## config.mk

```make
export PLATFORM = sky130hd
export DESIGN_NAME = nic_rx_ring_drain_unit
export DESIGN_NICKNAME = d
export VERILOG_FILES = /design/src/nrrd_pkg.sv /design/src/nic_rx_ring_drain_unit.sv
export SDC_FILE = /design/constraint.sdc
export NUM_CORES = 1
export LEC_CHECK = 0
export BUFFER_PORTS_ARGS = -buffer_cell sky130_fd_sc_hd__buf_2
export CORE_UTILIZATION = 40
export DETAILED_ROUTE_END_ITERATION = 16
export SYNTH_ARGS = -nofsm -noshare
export SYNTH_HDL_FRONTEND = slang
export SYNTH_SLANG_ARGS = --single-unit
```

## constraint.sdc

```tcl
create_clock -name clk -period 5 [get_ports clk]
set_clock_uncertainty 0.1 [all_clocks]
set_input_delay 1 -clock clk [delete_from_list [all_inputs] [get_ports clk]]
set_output_delay 1 -clock clk [all_outputs]
set_load 0.005 [all_outputs]
```

## src/nrrd_pkg.sv

```systemverilog
`default_nettype none

package nrrd_pkg;

	// item kinds on the input channel
	typedef enum logic {
		OP_POLL   = 1'b0,
		OP_STATUS = 1'b1
	} opcode_t;

	// result kinds
	typedef enum logic [1:0] {
		ACT_EMPTY   = 2'd0,
		ACT_DELIVER = 2'd1,
		ACT_CORRUPT = 2'd2,
		ACT_STATUS  = 2'd3
	} action_t;

	// configuration register indexes
	typedef enum logic [1:0] {
		REG_ENABLE = 2'd0,
		REG_START  = 2'd1,
		REG_STOP   = 2'd2
	} cfg_reg_t;

	localparam int unsigned CFG_INDEX_W = 2;
	localparam int unsigned CFG_DATA_W  = 8;
	localparam int unsigned PAGE_W      = 8;
	localparam int unsigned ADDR_W      = 16;
	localparam int unsigned LEN_W       = 11;
	localparam int unsigned HLEN_W      = 16;
	localparam int unsigned CNT_W       = 32;

	localparam logic [PAGE_W-1:0] START_PAGE_RST = 8'd70;
	localparam logic [PAGE_W-1:0] STOP_PAGE_RST  = 8'd128;

	localparam logic [LEN_W-1:0]  MAX_PAYLOAD  = 11'd1518;
	localparam logic [HLEN_W-1:0] HDR_BYTES    = 16'd4;
	localparam logic [HLEN_W-1:0] HDR_LEN_MAX  = 16'd1522;
	localparam logic [7:0]        HDR_OFFSET   = 8'h04;

	// interrupt status bit positions
	localparam int unsigned ISR_RX_OK  = 0;
	localparam int unsigned ISR_RX_ERR = 2;
	localparam int unsigned ISR_TX_ERR = 3;
	localparam int unsigned ISR_OVF    = 4;

endpackage

`default_nettype wire

```

## src/nic_rx_ring_drain_unit.sv

```systemverilog
// an accepted item passes through the input register, then the result register
// one item per cycle unless stalled; the result register frees the input side when it is taken
// the input is stalled only while the input register is full and the result register is held
// reset (arst_n low, asynchronous): both stages empty, read page = 71, counters zero,
// enable 0, ring start page 70, ring stop page 128
`default_nettype none

module nic_rx_ring_drain_unit import nrrd_pkg::*; (
	input  wire logic                   clk,
	input  wire logic                   arst_n,

	// configuration write port
	input  wire logic                   cfg_we,
	input  wire logic [CFG_INDEX_W-1:0] cfg_index,
	input  wire logic [CFG_DATA_W-1:0]  cfg_data,

	// input channel
	input  wire logic                   in_valid,
	output logic                        in_stall,
	input  wire logic                   opcode,
	input  wire logic [PAGE_W-1:0]      write_page,
	input  wire logic [7:0]             hdr_status,
	input  wire logic [PAGE_W-1:0]      hdr_next_page,
	input  wire logic [HLEN_W-1:0]      hdr_length,
	input  wire logic [7:0]             isr_bits,

	// result channel
	output logic                        out_valid,
	input  wire logic                   out_stall,
	output logic [1:0]                  action,
	output logic                        ring_reset,
	output logic                        drain_needed,
	output logic [ADDR_W-1:0]           first_addr,
	output logic [LEN_W-1:0]            first_len,
	output logic [LEN_W-1:0]            second_len,
	output logic [LEN_W-1:0]            data_len,
	output logic [PAGE_W-1:0]           boundary_page,
	output logic [ADDR_W-1:0]           next_header_addr,
	output logic [CNT_W-1:0]            rx_error_count,
	output logic [CNT_W-1:0]            tx_error_count,
	output logic [CNT_W-1:0]            rx_dropped_count
);

	// ---------------------------------------------------------------
	// configuration registers
	// ---------------------------------------------------------------
	logic              enable_q;
	logic [PAGE_W-1:0] start_page_q;
	logic [PAGE_W-1:0] stop_page_q;

	always_ff @(posedge clk or negedge arst_n) begin
		if (!arst_n) begin
			enable_q     <= 1'b0;
			start_page_q <= START_PAGE_RST;
			stop_page_q  <= STOP_PAGE_RST;
		end else if (cfg_we) begin
			case (cfg_reg_t'(cfg_index))
				REG_ENABLE: enable_q     <= cfg_data[0];
				REG_START:  start_page_q <= cfg_data;
				REG_STOP:   stop_page_q  <= cfg_data;
				default: ; // unmapped index, write is dropped
			endcase
		end
	end

	// ---------------------------------------------------------------
	// handshake: stage 1 moves into the result register when that
	// register is empty or its transfer completes this cycle
	// ---------------------------------------------------------------
	logic s1_valid_q;
	logic out_valid_q;
	logic out_free;
	logic advance;
	logic in_take;

	assign out_free = !out_valid_q || !out_stall;
	assign advance  = s1_valid_q && out_free;
	assign in_stall = s1_valid_q && !out_free;
	assign in_take  = in_valid && !in_stall;

	always_ff @(posedge clk or negedge arst_n) begin
		if (!arst_n) begin
			s1_valid_q  <= 1'b0;
			out_valid_q <= 1'b0;
		end else begin
			if (in_take) begin
				s1_valid_q <= 1'b1;
			end else if (advance) begin
				s1_valid_q <= 1'b0;
			end
			if (advance) begin
				out_valid_q <= 1'b1;
			end else if (!out_stall) begin
				out_valid_q <= 1'b0;
			end
		end
	end

	// ---------------------------------------------------------------
	// input register
	// ---------------------------------------------------------------
	opcode_t           opcode_s1;
	logic [PAGE_W-1:0] write_page_s1;
	logic [7:0]        hdr_status_s1;
	logic [PAGE_W-1:0] hdr_next_page_s1;
	logic [HLEN_W-1:0] hdr_length_s1;
	logic [7:0]        isr_bits_s1;

	always_ff @(posedge clk) begin
		if (in_take) begin
			opcode_s1        <= opcode_t'(opcode);
			write_page_s1    <= write_page;
			hdr_status_s1    <= hdr_status;
			hdr_next_page_s1 <= hdr_next_page;
			hdr_length_s1    <= hdr_length;
			isr_bits_s1      <= isr_bits;
		end
	end

	// ---------------------------------------------------------------
	// ring state; only changes when a result is loaded, so while a
	// result waits these registers still hold its after-item values
	// ---------------------------------------------------------------
	logic [PAGE_W-1:0] read_page_q;
	logic [CNT_W-1:0]  rx_errors_q;
	logic [CNT_W-1:0]  tx_errors_q;
	logic [CNT_W-1:0]  rx_dropped_q;

	// ---------------------------------------------------------------
	// per-item evaluation
	// ---------------------------------------------------------------
	action_t           act_c;
	logic              rreset_c;
	logic              drain_c;
	logic [ADDR_W-1:0] faddr_c;
	logic [LEN_W-1:0]  flen_c;
	logic [LEN_W-1:0]  slen_c;
	logic [LEN_W-1:0]  plen_c;
	logic [PAGE_W-1:0] bnd_c;
	logic              take_next_c;   // read page follows header's next page
	logic              restart_c;     // read page back to start + 1
	logic              rx_inc_c;
	logic              tx_inc_c;
	logic              drop_inc_c;

	logic              hdr_ok;
	logic [HLEN_W-1:0] plen_raw;
	logic [LEN_W-1:0]  plen_clamped;
	logic [ADDR_W-1:0] pkt_addr;
	logic [ADDR_W-1:0] ring_end;
	logic [ADDR_W:0]   seg_end;       // one bit wider to catch carry past 64k
	logic [ADDR_W-1:0] to_end;

	assign hdr_ok = hdr_status_s1[0]
		&& (hdr_next_page_s1 >= start_page_q)
		&& (hdr_next_page_s1 < stop_page_q)
		&& (hdr_length_s1 >= HDR_BYTES)
		&& (hdr_length_s1 <= HDR_LEN_MAX);

	assign plen_raw     = hdr_length_s1 - HDR_BYTES;
	assign plen_clamped = (plen_raw > HLEN_W'(MAX_PAYLOAD)) ? MAX_PAYLOAD
	                                                        : plen_raw[LEN_W-1:0];
	// payload starts past the 4-byte header at the read page
	assign pkt_addr = {read_page_q, HDR_OFFSET};
	assign ring_end = {stop_page_q, 8'h00};
	assign seg_end  = {1'b0, pkt_addr} + (ADDR_W+1)'(plen_clamped);
	assign to_end   = ring_end - pkt_addr;

	always_comb begin
		act_c       = ACT_EMPTY;
		rreset_c    = 1'b0;
		drain_c     = 1'b0;
		faddr_c     = '0;
		flen_c      = '0;
		slen_c      = '0;
		plen_c      = '0;
		bnd_c       = '0;
		take_next_c = 1'b0;
		restart_c   = 1'b0;
		rx_inc_c    = 1'b0;
		tx_inc_c    = 1'b0;
		drop_inc_c  = 1'b0;

		if (opcode_s1 == OP_POLL) begin
			if (write_page_s1 == read_page_q) begin
				act_c = ACT_EMPTY;
			end else if (!hdr_ok) begin
				// corrupt header: count it and restart the ring
				act_c     = ACT_CORRUPT;
				rreset_c  = 1'b1;
				rx_inc_c  = 1'b1;
				bnd_c     = start_page_q;
				restart_c = 1'b1;
			end else begin
				act_c       = ACT_DELIVER;
				plen_c      = plen_clamped;
				faddr_c     = pkt_addr;
				take_next_c = 1'b1;
				if (seg_end <= {1'b0, ring_end}) begin
					// fits before the ring end
					flen_c = plen_clamped;
				end else if (pkt_addr < ring_end) begin
					// wraps: tail of the ring, then the rest from the start
					flen_c = to_end[LEN_W-1:0];
					slen_c = plen_clamped - to_end[LEN_W-1:0];
				end else begin
					// read page lies outside the ring, all from the start
					slen_c = plen_clamped;
				end
				// boundary trails the next packet by one page, wrapping at ring start
				bnd_c = (hdr_next_page_s1 == start_page_q) ? (stop_page_q - 8'd1)
				                                           : (hdr_next_page_s1 - 8'd1);
			end
		end else begin
			act_c = ACT_STATUS;
			if (enable_q && (isr_bits_s1 != 8'h00)) begin
				drain_c  = isr_bits_s1[ISR_RX_OK];
				rx_inc_c = isr_bits_s1[ISR_RX_ERR];
				tx_inc_c = isr_bits_s1[ISR_TX_ERR];
				if (isr_bits_s1[ISR_OVF]) begin
					// overflow: count the drop and restart the ring
					drop_inc_c = 1'b1;
					rreset_c   = 1'b1;
					bnd_c      = start_page_q;
					restart_c  = 1'b1;
				end
			end
		end
	end

	// ---------------------------------------------------------------
	// state update, in step with the result register
	// ---------------------------------------------------------------
	always_ff @(posedge clk or negedge arst_n) begin
		if (!arst_n) begin
			read_page_q  <= START_PAGE_RST + 8'd1;
			rx_errors_q  <= '0;
			tx_errors_q  <= '0;
			rx_dropped_q <= '0;
		end else if (advance) begin
			if (restart_c) begin
				read_page_q <= start_page_q + 8'd1;
			end else if (take_next_c) begin
				read_page_q <= hdr_next_page_s1;
			end
			if (rx_inc_c) begin
				rx_errors_q <= rx_errors_q + 32'd1;
			end
			if (tx_inc_c) begin
				tx_errors_q <= tx_errors_q + 32'd1;
			end
			if (drop_inc_c) begin
				rx_dropped_q <= rx_dropped_q + 32'd1;
			end
		end
	end

	// ---------------------------------------------------------------
	// result register
	// ---------------------------------------------------------------
	action_t           action_q;
	logic              ring_reset_q;
	logic              drain_needed_q;
	logic [ADDR_W-1:0] first_addr_q;
	logic [LEN_W-1:0]  first_len_q;
	logic [LEN_W-1:0]  second_len_q;
	logic [LEN_W-1:0]  data_len_q;
	logic [PAGE_W-1:0] boundary_page_q;

	always_ff @(posedge clk) begin
		if (advance) begin
			action_q        <= act_c;
			ring_reset_q    <= rreset_c;
			drain_needed_q  <= drain_c;
			first_addr_q    <= faddr_c;
			first_len_q     <= flen_c;
			second_len_q    <= slen_c;
			data_len_q      <= plen_c;
			boundary_page_q <= bnd_c;
		end
	end

	assign out_valid     = out_valid_q;
	assign action        = action_q;
	assign ring_reset    = ring_reset_q;
	assign drain_needed  = drain_needed_q;
	assign first_addr    = first_addr_q;
	assign first_len     = first_len_q;
	assign second_len    = second_len_q;
	assign data_len      = data_len_q;
	assign boundary_page = boundary_page_q;

	// next header address and counters come straight from the ring state
	assign next_header_addr = {read_page_q, 8'h00};
	assign rx_error_count   = rx_errors_q;
	assign tx_error_count   = tx_errors_q;
	assign rx_dropped_count = rx_dropped_q;

	// ---------------------------------------------------------------
	// assertions
	// ---------------------------------------------------------------
	a_stall_needs_full: assert property (@(posedge clk) disable iff (!arst_n)
		in_stall |-> (s1_valid_q && out_valid_q))
		else $error("input stalled with a free pipeline");

	a_ring_reset_pages: assert property (@(posedge clk) disable iff (!arst_n)
		(out_valid && ring_reset) |->
			((boundary_page == start_page_q)
			&& (next_header_addr == {start_page_q + 8'd1, 8'h00})))
		else $error("ring reset result with wrong boundary or read page");

	a_segments_sum: assert property (@(posedge clk) disable iff (!arst_n)
		(out_valid && (action == ACT_DELIVER)) |->
			((first_len + second_len) == data_len))
		else $error("payload segments do not add up");

	a_empty_quiet: assert property (@(posedge clk) disable iff (!arst_n)
		(out_valid && (action == ACT_EMPTY)) |->
			(!ring_reset && (data_len == '0) && (boundary_page == '0)))
		else $error("empty ring result carries data");

	a_counters_hold: assert property (@(posedge clk) disable iff (!arst_n)
		(out_valid && out_stall) |=>
			($stable(rx_error_count) && $stable(next_header_addr)))
		else $error("ring state moved under a held result");

endmodule

`default_nettype wire

```

==> After elaboration in Yosys (flattened, before gate mapping) <==
Index checks and enable logic that the tools add are counted.
{ "totals": {"wordCells": 107, "ff_bits": 226, "output_inout_bits": 175, "in_bits": 64} }
{ "op_classes": {"magnitude_cmp": 7, "n_reduce_logical": 28, "n_addsub": 10, "n_mux": 32, "eq_ne": 5, "bitwise_logic": 1} }
{ "ops": {"columns": ["cell", "n"], "rows": [
  ["$add A32 B1 Y32 const B", 3],
  ["$mux W8", 8],
  ["$mux W11", 4],
  ["$sub A11 B11 Y11", 2],
  ["$add A16 B11 Y17", 1],
  ["$le A17 B16 Y1", 1],
  ["$mux W1", 17],
  ["$eq A8 B8 Y1", 2],
  ["$ge A16 B3 Y1 const B", 1],
  ["$gt A16 B11 Y1 const B", 1],
  ["$le A16 B11 Y1 const B", 1],
  ["$lt A16 B16 Y1", 1],
  ["$reduce_and A2 Y1", 8],
  ["$sub A16 B3 Y16 const B", 1],
  ["$sub A8 B1 Y8 const B", 2],
  ["$add A8 B1 Y8 const B", 1],
  ["$ge A8 B8 Y1", 1],
  ["$logic_and A1 B1 Y1", 8],
  ["$lt A8 B8 Y1", 1],
  ["$reduce_bool A8 Y1", 1],
  ["$logic_not A1 Y1", 4],
  ["$mux W2", 2],
  ["$reduce_bool A2 Y1", 2],
  ["$reduce_or A4 Y1", 1],
  ["other kinds (9)", 9]
]} }

==> Longest topological paths before layout <==
Gate-level depths: netlist (run 1).
{ "logic_depth": {"depth_word": 10, "ltp_mapped": 26, "mapped_depth_nobuf": 23} }

==> Least setup slack after synthesis (run 1) <==
No wires, ideal clock.
{ "synth_timing": {"path_type": "register -> register", "startpoint": "reg hdr_length_s1[2]", "endpoint": "reg first_len_q[5], in the netlist first_len[5] (data pin)", "required_ps": 4640, "slack_ps": -193, "path_stages_with_launch": 25, "setup_ps": 260, "arrival_ps": 4833, "synth_period_minus_slack_ps": 5193, "cell_sequence": "edfxtp_1 > buf_6 > inv_1 > ha_1 > o311a_1 > maj3_2 > a22oi_4 > nor3_1 > a211oi_1 > buf_2 > nand2_1 > ha_1 > nand4_1 > o21ai_2 > a31oi_4 > o21bai_1 > xnor2_1 > ha_1 > o21a_1 > o21a_1 > o211ai_1 > a31o_2 > a32o_1 > o211ai_4 > mux2_2"} }
{ "synth_via": {"elab_chain_cells": 6, "word_cells_on_any_way": 12, "classes_between": "add/sub (2); order compare (4); mux (2); bitwise (1); reduce/logical (3)"} }
{ "synth_rtl": {"columns": ["element", "line_no", "rtl"], "rows": [
  ["start: declaration", "nic_rx_ring_drain_unit.sv:106", "logic [HLEN_W-1:0] hdr_length_s1;"],
  ["start signal: assignment", "nic_rx_ring_drain_unit.sv:115", "hdr_length_s1 <= hdr_length;"],
  ["$sub A16 B3 Y16 *", "nic_rx_ring_drain_unit.sv:160", "assign plen_raw = hdr_length_s1 - HDR_BYTES;"],
  ["$gt A16 B11 Y1", "nic_rx_ring_drain_unit.sv:161", "assign plen_clamped = (plen_raw > HLEN_W'(MAX_PAYLOAD)) ? MAX_PAYLOAD"],
  ["$mux W11 *", "nic_rx_ring_drain_unit.sv:161", null],
  ["via plen_clamped[2]", "nic_rx_ring_drain_unit.sv:148", "logic [LEN_W-1:0] plen_clamped;"],
  ["$add A16 B11 Y17 *", "nic_rx_ring_drain_unit.sv:166", "assign seg_end = {1'b0, pkt_addr} + (ADDR_W+1)'(plen_clamped);"],
  ["$le A17 B16 Y1 *", "nic_rx_ring_drain_unit.sv:199", "if (seg_end <= {1'b0, ring_end}) begin"],
  ["$mux W11 *", "nic_rx_ring_drain_unit.sv:199", null],
  ["end signal: assignment", "nic_rx_ring_drain_unit.sv:276", "first_len_q <= flen_c;"],
  ["end: declaration", "nic_rx_ring_drain_unit.sv:265", "logic [LEN_W-1:0] first_len_q;"]
]} }
Mark *: on every way through the listed nets, which the timed path passes. The rest lies on a longest branch.
A chain may end at the register's enable or synchronous reset.

==> Final worst setup path (run 1) <==
{ "layout_timing": {"startpoint": "reg hdr_length_s1[3]", "endpoint": "reg first_len_q[5], in the netlist first_len[5] (data pin)"} }
{ "layout_via": {"elab_chain_cells": 6, "word_cells_on_any_way": 12, "classes_between": "add/sub (2); order compare (4); mux (2); bitwise (1); reduce/logical (3)"} }
{ "layout_rtl": {"columns": ["element", "line_no"], "rows": [
  ["$sub A16 B3 Y16", "nic_rx_ring_drain_unit.sv:160"],
  ["$gt A16 B11 Y1", "nic_rx_ring_drain_unit.sv:161"],
  ["$mux W11", "nic_rx_ring_drain_unit.sv:161"],
  ["via plen_clamped[2]", "nic_rx_ring_drain_unit.sv:148"],
  ["$add A16 B11 Y17", "nic_rx_ring_drain_unit.sv:166"],
  ["$le A17 B16 Y1", "nic_rx_ring_drain_unit.sv:199"],
  ["$mux W11", "nic_rx_ring_drain_unit.sv:199"]
]} }
The timed path passes the listed nets, and every way through them passes these cells.

==> results list, run 1 <==
- The synthesized design contains 215 register bits.
- The worst-case IR drop observed on VDD is 0.1906 mV.
- The critical path ends at first_len[5].
- At the pin with the least slew margin, the transition time is 932.3 ps.
* Largest delay contributor family on the critical path: compound AO/OA/AOI/OAI gates
- Dividing the detail-routed via count by the number of cells gives 4.965.
* Total buffers and inverters traversed by the critical path: 3
* Total Die Area: 27,990 µm²
* Vias: 7,875
- In this run the worst path has a maximum fanout of 7.
* Internal reg-to-reg setup slack: -70 ps
* Critical Path, Cell by Cell: inv_2 > ha_4 > o311a_1 > maj3_2 > a22oi_4 > nor3_2 > a211oi_2 > buf_4 > buf_6 > nand2_2 > ha_4 > nand4_1 > o21ai_4 > a31oi_4 > o21bai_4 > xnor2_2 > ha_1 > o21a_1 > o21a_1 > o211ai_1 > a31o_2 > a32o_2 > o211ai_4 > mux2_4
- Layout cells sized above 1: 0.3115
* Leading register cell type out of synthesis: sky130_fd_sc_hd__dfrtp_1
- Across all setup checks in the final design, the least slack found is -72.03 ps.
* DRC violation count after routing: 0
- The synthesized netlist contains 75 unique library cells.
- Clock tree root driver cell: sky130_fd_sc_hd__clkbuf_16
- Final count of hold timing violations: 0
- End-of-flow core utilization: 0.5080
- Post-synthesis async set-or-reset flop share: 0.5721
* Slew HR: 0.3785
- Power per unit of standard cell area: 375.1 nW/µm²
- For this run, the top clock speed supported by timing is 197.2 MHz.
- Post-Syn Area per Cell: 11.55 µm²
- Area growth from synthesis to layout: 24.91%
- Final routed wire length divided by cell count: 16.59 µm
- The critical path runs through a total of 24 cells.
* Reg2reg end: first_len[5]
- Number of enable flip-flop cells after synthesis: 92
- After routing, the total negative slack on setup checks comes to -482.0 ps.
* DRT iter0 DRCs: 313
- Total wire length: 26,310 µm
* Number of clock sinks: 215
* Die height: 167.3 µm
- For this design, the slowest cell found on the critical path is sky130_fd_sc_hd__edfxtp_1.
- Number of global-route vias before repair: 7,708
- CP Class: reg -> reg
* Fraction of the yosys area taken by sequential cells: 0.5353
- The worst register-to-register path begins at hdr_length_s1[3].
* Insertion delay to the later sink of the worst-skew pair: 530 ps
- The congestion estimate from routability-driven global placement came to 0.8676.
- The final-report max-slew violation count was 0.
- Cell depth of the worst flop-to-flop path: 24
- Largest net degree at the start of global routing: 70
* Antenna violations before repair: 9
- Endpoint kind of the worst setup timing path: flip-flop
* Number of H-tree levels: 1
- HPWL after DPL: 19,120 µm
* Remaining global-route overflow: 0
- TritonCTS built the clock tree.
* Clock transition at the registers of the reported paths: 60 ps
- sky130_fd_sc_hd__dfrtp_1 takes more of the synthesized area than any other cell.
- The worst setup path is launched from a flip-flop.
- Data arrives at the worst endpoint at 5230 ps.
- Origin of the worst setup path: hdr_length_s1[3]
- Failing checks: negative setup slack
- In this run the tool buffered the top-level ports with 212 buffer cells.
- The share of synthesized area in the top cell type comes to 0.2633.
- In this run the standard cell core region covers 26,880 µm².
* Crit path largest cell delay: 410 ps
- In the global route stage, overall resource usage came out at 0.1866.
- The number of clock buffers added by TritonCTS is 25.
- For this configuration, the core starts out at a cell density of 0.4067.
- The Yosys step of the flow raised 0 warnings.
* Setup repair after global routing missed its margin: true
- Io pins: 239
- In this run the deepest clock path goes through 3 buffers.
- Max-cap violations in this run came to 0.
* Final setup violation count: 11
- Number of placement rows: 60
- Number of iterations in the first detailed-routing pass: 4
- Once detail routing completed, the nets flagged for antenna violations numbered 0.
* First-pass GRT wire length: 41,730 µm
- In the synthesized netlist, the number of instances is 946.
- Area of the mapped netlist: 10,930 µm²
* Class of the tightest hold or removal check: reg -> reg
- Share of the clock period used by the worst path: 1.014
* Die Wd: 167.3 µm
- In this run the static leakage power is 6.456 nW.
- The run finished, with violations left.
- Final Net Count: 1,332
- The routed design could run at a clock period as short as 5072 ps.
* Top cells by area, synth: sky130_fd_sc_hd__dfrtp_1 (26%), sky130_fd_sc_hd__edfxtp_1 (25%), sky130_fd_sc_hd__xnor2_1 (7.1%)
- Required time at the endpoint of the critical path: 5160 ps
[how the worst min path moves through the flow]
stage | from | endpoint | slack, ps | depth (start not counted)
finish | tx_error_count[31] | tx_error_count[31] | 370 | 1
global route | tx_error_count[22] | tx_error_count[22] | 390 | 1
CTS | rx_error_count[31] | rx_error_count[31] | 370 | 1
detailed placement | rx_error_count[31] | rx_error_count[31] | 360 | 1
global placement | rx_error_count[31] | rx_error_count[31] | 350 | 1
floorplan | s1_valid_q | out_valid | 340 | 1
[cells in the final DEF, fill, tap and decap left out, types with 5 or more instances in the layout]
cell type / synthesis / layout
sky130_fd_sc_hd__clkbuf_16: 0 / 27
sky130_fd_sc_hd__nor2_1: 44 / 44
sky130_fd_sc_hd__and3_1: 38 / 38
sky130_fd_sc_hd__mux2i_1: 12 / 12
sky130_fd_sc_hd__nand4_1: 27 / 27
sky130_fd_sc_hd__mux2_2: 23 / 20
sky130_fd_sc_hd__clkbuf_1: 11 / 8
sky130_fd_sc_hd__xor2_1: 53 / 53
sky130_fd_sc_hd__buf_4: 16 / 57
sky130_fd_sc_hd__conb_1: 1 / 15
sky130_fd_sc_hd__a21oi_1: 19 / 19
sky130_fd_sc_hd__a21o_1: 9 / 9
sky130_fd_sc_hd__nand2_1: 87 / 84
sky130_fd_sc_hd__nand3_1: 44 / 44
sky130_fd_sc_hd__dfrtp_1: 115 / 115
sky130_fd_sc_hd__diode_2: 0 / 6
sky130_fd_sc_hd__nand2b_1: 5 / 5
sky130_fd_sc_hd__ha_1: 46 / 44
sky130_fd_sc_hd__inv_1: 41 / 39
sky130_fd_sc_hd__buf_2: 8 / 211
sky130_fd_sc_hd__and4_1: 9 / 9
sky130_fd_sc_hd__clkbuf_8: 0 / 5
sky130_fd_sc_hd__nor2b_1: 7 / 7
sky130_fd_sc_hd__xnor2_1: 89 / 87
sky130_fd_sc_hd__dfstp_2: 8 / 8
sky130_fd_sc_hd__o21ai_0: 31 / 29
sky130_fd_sc_hd__o21ai_1: 4 / 6
sky130_fd_sc_hd__edfxtp_1: 92 / 92
sky130_fd_sc_hd__nor3_1: 22 / 21
[per-layer routing]
metal,global-route usage,share of wire
met5,0,0.0016
met4,0.05584,0.024
met3,0.05578,0.079
met2,0.2933,0.45
met1,0.2481,0.44
[power breakdown]
part           switching [mW]  internal, mW  total (mW)
clock                   0.719          1.06        1.78
combinational           0.604         0.544        1.15
sequential              0.186          2.01        2.20
total                    1.51          3.61        5.12
[flip-flops by register name (all words and copies together), names as in the netlist, 9 cells and up]
register and flops:
data_len 11, tx_error_count 32, rx_dropped_count 32, first_addr 9, hdr_length_s1 16, first_len 11
rx_error_count 32, second_len 11
[cells in the mapped netlist (all sizes together) (2+ instances only)]
cell type,instances
a21oi,19
mux2,24
a31o,2
and2,7
edfxtp,92
mux2i,12
clkbuf,11
nand2b,5
or2,2
maj3,2
dfstp,8
ha,46
a211oi,3
and4,9
nor3,24
o21bai,4
a22o,2
nor3b,2
xnor2,89
dfrtp,115
o21ai,37
buf,28
xor2,53
a31oi,5
o31ai,3
a21boi,3
nand3b,3
or3,3
inv,41
and3,38
nand2,88
nand4,27
nor4,7
o21a,4
nor2b,7
nand3,44
o211ai,5
a21o,9
nor2,46
[stage by stage]
step	instances	power, mW	cell area [µm²]	hold WS (ps)	setup WS [ps]
3_3_place_gp	1518	3.274	12580	354.4	-36.93
6_report	1586	5.121	13650	365.8	-72.03
3_5_place_dp	1518	3.294	12580	355.5	-63.23
4_1_cts	1566	5.122	13430	371.0	5.370
5_1_grt	1582	5.385	13640	386.5	-265.6
2_1_floorplan	960	2.894	11000	342.8	12.25
[cells by family (layout without fill, tap and decap cells)]
| group | after synthesis | after routing | synth area share |
|---|---|---|---|
| DFF | 215 | 215 | 0.5353 |
| adders and majority gates | 49 | 49 | 0.05644 |
| and+or+nand+nor | 316 | 316 | 0.1508 |
| muxes | 36 | 36 | 0.03572 |
| AOI/OAI and AO/OA | 106 | 107 | 0.07064 |
| buffers and inverters | 81 | 359 | 0.03698 |
| other | 1 | 21 | 0.0003431 |
| xor gates and xnor gates | 142 | 142 | 0.1138 |
[area by class of cell]
class                      count  area (µm²)
fill                        2466       13220
multi-input combinational    665        4866
inverter                      42       157.7
timing repair buffer         272        1529
clock inverter                 5       32.53
clock buffer                  40       774.5
tap                          341       426.7
sequential                   215        5851
antenna                        6       15.01
[what timing repair did]
action	in CTS	in global routing
endpoints found under the setup margin	16	22
gates cloned	1	0
pin swaps	6	27
hold buffers	0	0
buffers inserted	2	14
resized for setup	4	21
[worst register-to-register path, delay by kind of cell (launching register included)]
kind                     cells  cell delay (ps)
buffers and inverters        3              380
AND/OR/NAND/NOR              3              270
multiplexers                 1              340
flip-flops                   1              410
XOR/XNOR                     1               70
adder cells (fa/ha/maj)      4             1010
AO/OA/AOI/OAI               12             2220
(Power assumes the default switching activity.)
==> run 2, diff against run 1 <==
--- a/config.mk
+++ b/config.mk
@@ -5,6 +5,7 @@
 export SDC_FILE = /design/constraint.sdc
 export NUM_CORES = 1
 export LEC_CHECK = 0
+export ABC_AREA = 1
 export BUFFER_PORTS_ARGS = -buffer_cell sky130_fd_sc_hd__buf_2
 export CORE_UTILIZATION = 40
 export DETAILED_ROUTE_END_ITERATION = 16
==> run 2 against run 1 <==
Effect of this change:
- clock-buffer cell count fell by 13
- synthesized cell count rose by 40%
- non-clock buffer count fell by 38
- final cell count rose by 24%
- the run now ends clean
- worst hold slack improved by 9.5 ps
- critical path type unchanged
- largest power group unchanged
- routed wire length rose by 17%
- via count rose by 22%
- first-iteration DRC count rose by 90%
- largest cell class unchanged
- critical path depth rose by 6
- power rose by 8.9%
- critical endpoint is now first_len[3]
- die area rose by 9.4%
- sequential share of layout area fell by 2.0 points
==> results list, run 2 <==
- The most common cell after layout, fill and taps aside was sky130_fd_sc_hd__nand2_1 (was sky130_fd_sc_hd__buf_2).
* IR Drop Worst-Case VDD: 0.2273 mV (was 0.1906 mV)
* Area growth from synthesis to layout: 22.21% (was 24.91%)
- The most used flip-flop cell after synthesis is sky130_fd_sc_hd__dfrtp_1 (unchanged).
* Combined global-route utilization of all metal layers: 0.1990 (was 0.1866)
- The number of cells traversed by the worst hold path was 1 (unchanged).
- The number of sinks on the clock net was 219 (was 215).
- Worst slack at placement: 38.62 ps (was -63.23 ps)
- The initial cell density of the core is 0.4113 (was 0.4067).
- Clock transition at the registers of the reported paths: 60 ps (about the same)
- The global-route wire length before repair is 48,980 µm (was 41,730 µm).
- Internal reg-to-reg setup slack: 380 ps (was -70 ps)
- The leakage dissipation came to 6.969 nW (was 6.456 nW).
* Synthesis-stage register bit count: 219 (was 215)
- Global placer's final weighted congestion: 0.8634 (was 0.8676)
* Peak Freq: 216.4 MHz (was 197.2 MHz)
* Max Root-Sink Buffers: 3 (unchanged)
- By instance count, the cell type seen most on the critical path is sky130_fd_sc_hd__nand3_1.
- Layout cells sized above 1: 0.2279 (was 0.3115)
- Result of the run: finished clean (was finished with violations).
- Reg2reg end: first_len[3] (was first_len[5])
- Hold EP: tx_error_count[31] (unchanged)
- The type of the worst setup path is reg -> reg (unchanged).
- The cell type with the largest total area after synthesis was sky130_fd_sc_hd__edfxtp_1 (was sky130_fd_sc_hd__dfrtp_1).
* Final routed wire length divided by cell count: 15.55 µm (was 16.59 µm)
- Antenna violations before repair: 12 (was 9)
- The worst setup margin was 379.4 ps (was -72.03 ps).
- Number of placement rows: 62 (was 60)
* CTS tree: yes (unchanged)
* Required time at the endpoint of the critical path: 5170 ps (was 5160 ps)
* Final count of hold timing violations: 0 (unchanged)
* Final setup violation count: 0 (was 11)
- The count of buffering cells on the critical path with inverters included came to 3 (unchanged).
* DRC violation count after routing: 0 (unchanged)
- Class of the tightest hold or removal check: reg -> reg (unchanged)
* Sum of internal, switching and leakage power: 5.577 mW (was 5.121 mW)
- The sequential area share after synthesis was 0.4991 (was 0.5353).
- Insertion delay to the later sink of the worst-skew pair: 530 ps (about the same)
- The number of filler instances in the final layout came to 2,845 (was 2,466).
- Die height: 174.9 µm (was 167.3 µm)
- Most frequent cell after synthesis: sky130_fd_sc_hd__nand2_1 (was sky130_fd_sc_hd__dfrtp_1)
* Data arrival time of the worst path: 4790 ps (was 5230 ps)
* Final Net Count: 1,676 (was 1,332)
- The master cell of the clock root buffer was sky130_fd_sc_hd__clkbuf_16 (unchanged).
- The number of warnings reported in the yosys synthesis log was 0 (unchanged).
- The number of flops mapped to enable cells by yosys came to 96 (was 92).
- Placed instance count: 1,915 (was 1,518)
* Source of the worst hold timing path: tx_error_count[31] (unchanged)
* Most numerous cell types in the synthesized netlist: sky130_fd_sc_hd__nand2_1 (291), sky130_fd_sc_hd__inv_1 (157), sky130_fd_sc_hd__nor2_1 (134) (was sky130_fd_sc_hd__dfrtp_1 (115), sky130_fd_sc_hd__edfxtp_1 (92), sky130_fd_sc_hd__xnor2_1 (89))
- The aggregate routed wire length came to 30,710 µm (was 26,310 µm).
- Io pins: 239 (unchanged)
- The worst reg2reg path startpoint is hdr_length_s1[3] (unchanged).
- The relative slew slack came to 0.3614 (was 0.3785).
- The largest stage delay on the critical path was 390 ps (was 410 ps).
- The final critical-path share of the clock period was 0.9241 (was 1.014).
* Placeable core area: 29,090 µm² (was 26,880 µm²)
- Post-Syn Area per Cell: 9.064 µm² (was 11.55 µm²)
- The slew at the pin with the worst max-slew slack is 956.5 ps (was 932.3 ps).
* # hold bufs at CTS: 0 (unchanged)
- Startpoint kind of the worst setup timing path: flip-flop (unchanged)
- Area share of the largest cell type after synthesis: 0.2410 (was 0.2633)
- Number of H-tree levels: 1 (unchanged)
- Total Die Area: 30,610 µm² (was 27,990 µm²)
- CP max FO: 7 (unchanged)
- Largest delay contributor family on the critical path: simple AND/OR/NAND/NOR gates (was compound AO/OA/AOI/OAI gates)
- Area of the mapped netlist: 11,960 µm² (was 10,930 µm²)
* Number of max-cap violations: 0 (unchanged)
* Worst-case hold slack: 375.3 ps (was 365.8 ps)
- Post-synthesis async set-or-reset flop share: 0.5616 (was 0.5721)
* Number of clock buffers inserted by TritonCTS: 25 (unchanged)
- Power per unit of standard cell area: 381.4 nW/µm² (was 375.1 nW/µm²)
- The port buffer count came to 216 (was 212).
* Endpoint kind of the worst setup timing path: flip-flop (unchanged)
- The unique cell type count in the Yosys netlist was 52 (was 75).
- Top cells by area, synth: sky130_fd_sc_hd__edfxtp_1 (24%), sky130_fd_sc_hd__dfrtp_1 (24%), sky130_fd_sc_hd__nand2_1 (9.1%) (was sky130_fd_sc_hd__dfrtp_1 (26%), sky130_fd_sc_hd__edfxtp_1 (25%), sky130_fd_sc_hd__xnor2_1 (7.1%))
* Die Wd: 174.9 µm (was 167.3 µm)
- DRT iter0 DRCs: 595 (was 313)
- Fin crit period: 4621 ps (was 5072 ps)
* Vias: 9,591 (was 7,875)
* DRT antenna net count: 0 (unchanged)
- Number of global-route vias before repair: 9,391 (was 7,708)
- The detail-routed via count per cell was 4.859 (was 4.965).
- The estimated wirelength of the detail-placed design is 23,080 µm (was 19,120 µm).
* Syn Inst Count: 1,320 (was 946)
- Remaining global-route overflow: 0 (unchanged)
* Post-route non-filler standard cell count: 1,974 (was 1,586)
- Most frequent cells in the layout: sky130_fd_sc_hd__nand2_1 (287), sky130_fd_sc_hd__buf_2 (215), sky130_fd_sc_hd__inv_1 (155) (was sky130_fd_sc_hd__buf_2 (211), sky130_fd_sc_hd__dfrtp_1 (115), sky130_fd_sc_hd__edfxtp_1 (92))
- Worst-path cell with the longest stage delay: sky130_fd_sc_hd__edfxtp_1 (unchanged)
- Number of iterations in the first detailed-routing pass: 5 (was 4)
- The final-report max-slew violation count came to 0 (unchanged).
- The pin count of the biggest net entering global routing was 65 (was 70).
- Cell depth of the worst flop-to-flop path: 30 (was 24)
-- run 2: cell types whose count changed after synthesis, sizes merged, moves of 27 or more --
cell,previous run,this run
o21ai,37,65
xor2,53,80
xnor2,89,35
and3,38,1
inv,41,159
nor2,46,145
nand2,88,299
-- run 2: layout make-up --
type | instances | area [µm²] | area share
Sequential cell | 219 | 5971 | 0.4084
Antenna cell | 6 | 15.01 | 0.001027
Inverter | 160 | 603.1 | 0.04125
Tap cell | 384 | 480.5 | 0.03286
Multi-Input combinational cell | 925 | 5386 | 0.3684
Clock inverter | 19 | 301.5 | 0.02062
Clock buffer | 27 | 633.1 | 0.04330
Timing Repair Buffer | 234 | 1231 | 0.08420
-- run 2: power by group --
part	internal, mW	switching, mW	total, mW
Clock	1.33	0.760	2.09
Sequential	2.08	0.176	2.25
Combinational	0.478	0.755	1.23
-- run 2: cell families (layout without fill, tap and decap cells) --
family | after synthesis | count (layout) | share of synthesized area
simple gates | 630 | 631 | 0.2390
flops | 219 | 219 | 0.4991
buf+inv | 191 | 440 | 0.06589
xor+xnor | 115 | 115 | 0.08419
compound gates | 98 | 98 | 0.04403
fa+ha+maj | 47 | 47 | 0.04978
mux | 19 | 19 | 0.01778
other cells | 1 | 21 | 0.0003134
-- run 2: worst max-delay path by stage --
| stage | depth (start not counted) | slack, ps | to | startpoint |
|---|---|---|---|---|
| after CTS | 30 | 20 | first_len[3] | hdr_length_s1[3] |
| after detailed placement | 30 | 40 | first_len[3] | hdr_length_s1[3] |
| after global routing | 30 | -20 | first_len[2] | hdr_length_s1[3] |
| final | 30 | 380 | first_len[3] | hdr_length_s1[3] |
| after floorplan | 13 | 450 | rx_dropped_count[25] | out_stall |
| after global placement | 30 | 140 | second_len[9] | hdr_length_s1[3] |
-- run 2: timing repair --
item                       in CTS  in global routing
setup buffers                   0                  6
resized for setup               2                 22
pin swaps                       0                 13
setup endpoints to repair       2                 22
cloned                          0                  1
-- run 2: per-layer routing --
metal  up-vias  wire, µm  track usage
met5         -        53            0
met4        10       592      0.05761
met3        49      1979      0.04939
met2       237     13720       0.3137
met1      4481     14360       0.2705
li1       4814         -            -
-- run 2: stage by stage --
step | area (µm²) | setup TNS, ps | utilization
2_1_floorplan | 12020 | 0 | -
3_3_place_gp | 13510 | 0 | 0.4644
3_5_place_dp | 13510 | 0 | 0.4644
4_1_cts | 14450 | 0 | 0.4967
5_1_grt | 14620 | -33.18 | 0.5025
6_report | 14620 | 0 | 0.5026
-- run 2: worst reg2reg max path, delay by kind of cell, from the launching register on --
kind                       cells  cell delay [ps]
and+or+nand+nor               23             2750
adders and majority gates      2              550
DFF                            1              390
buffers and inverters          3              330
xor gates and xnor gates       1              170
AOI/OAI and AO/OA              1              100
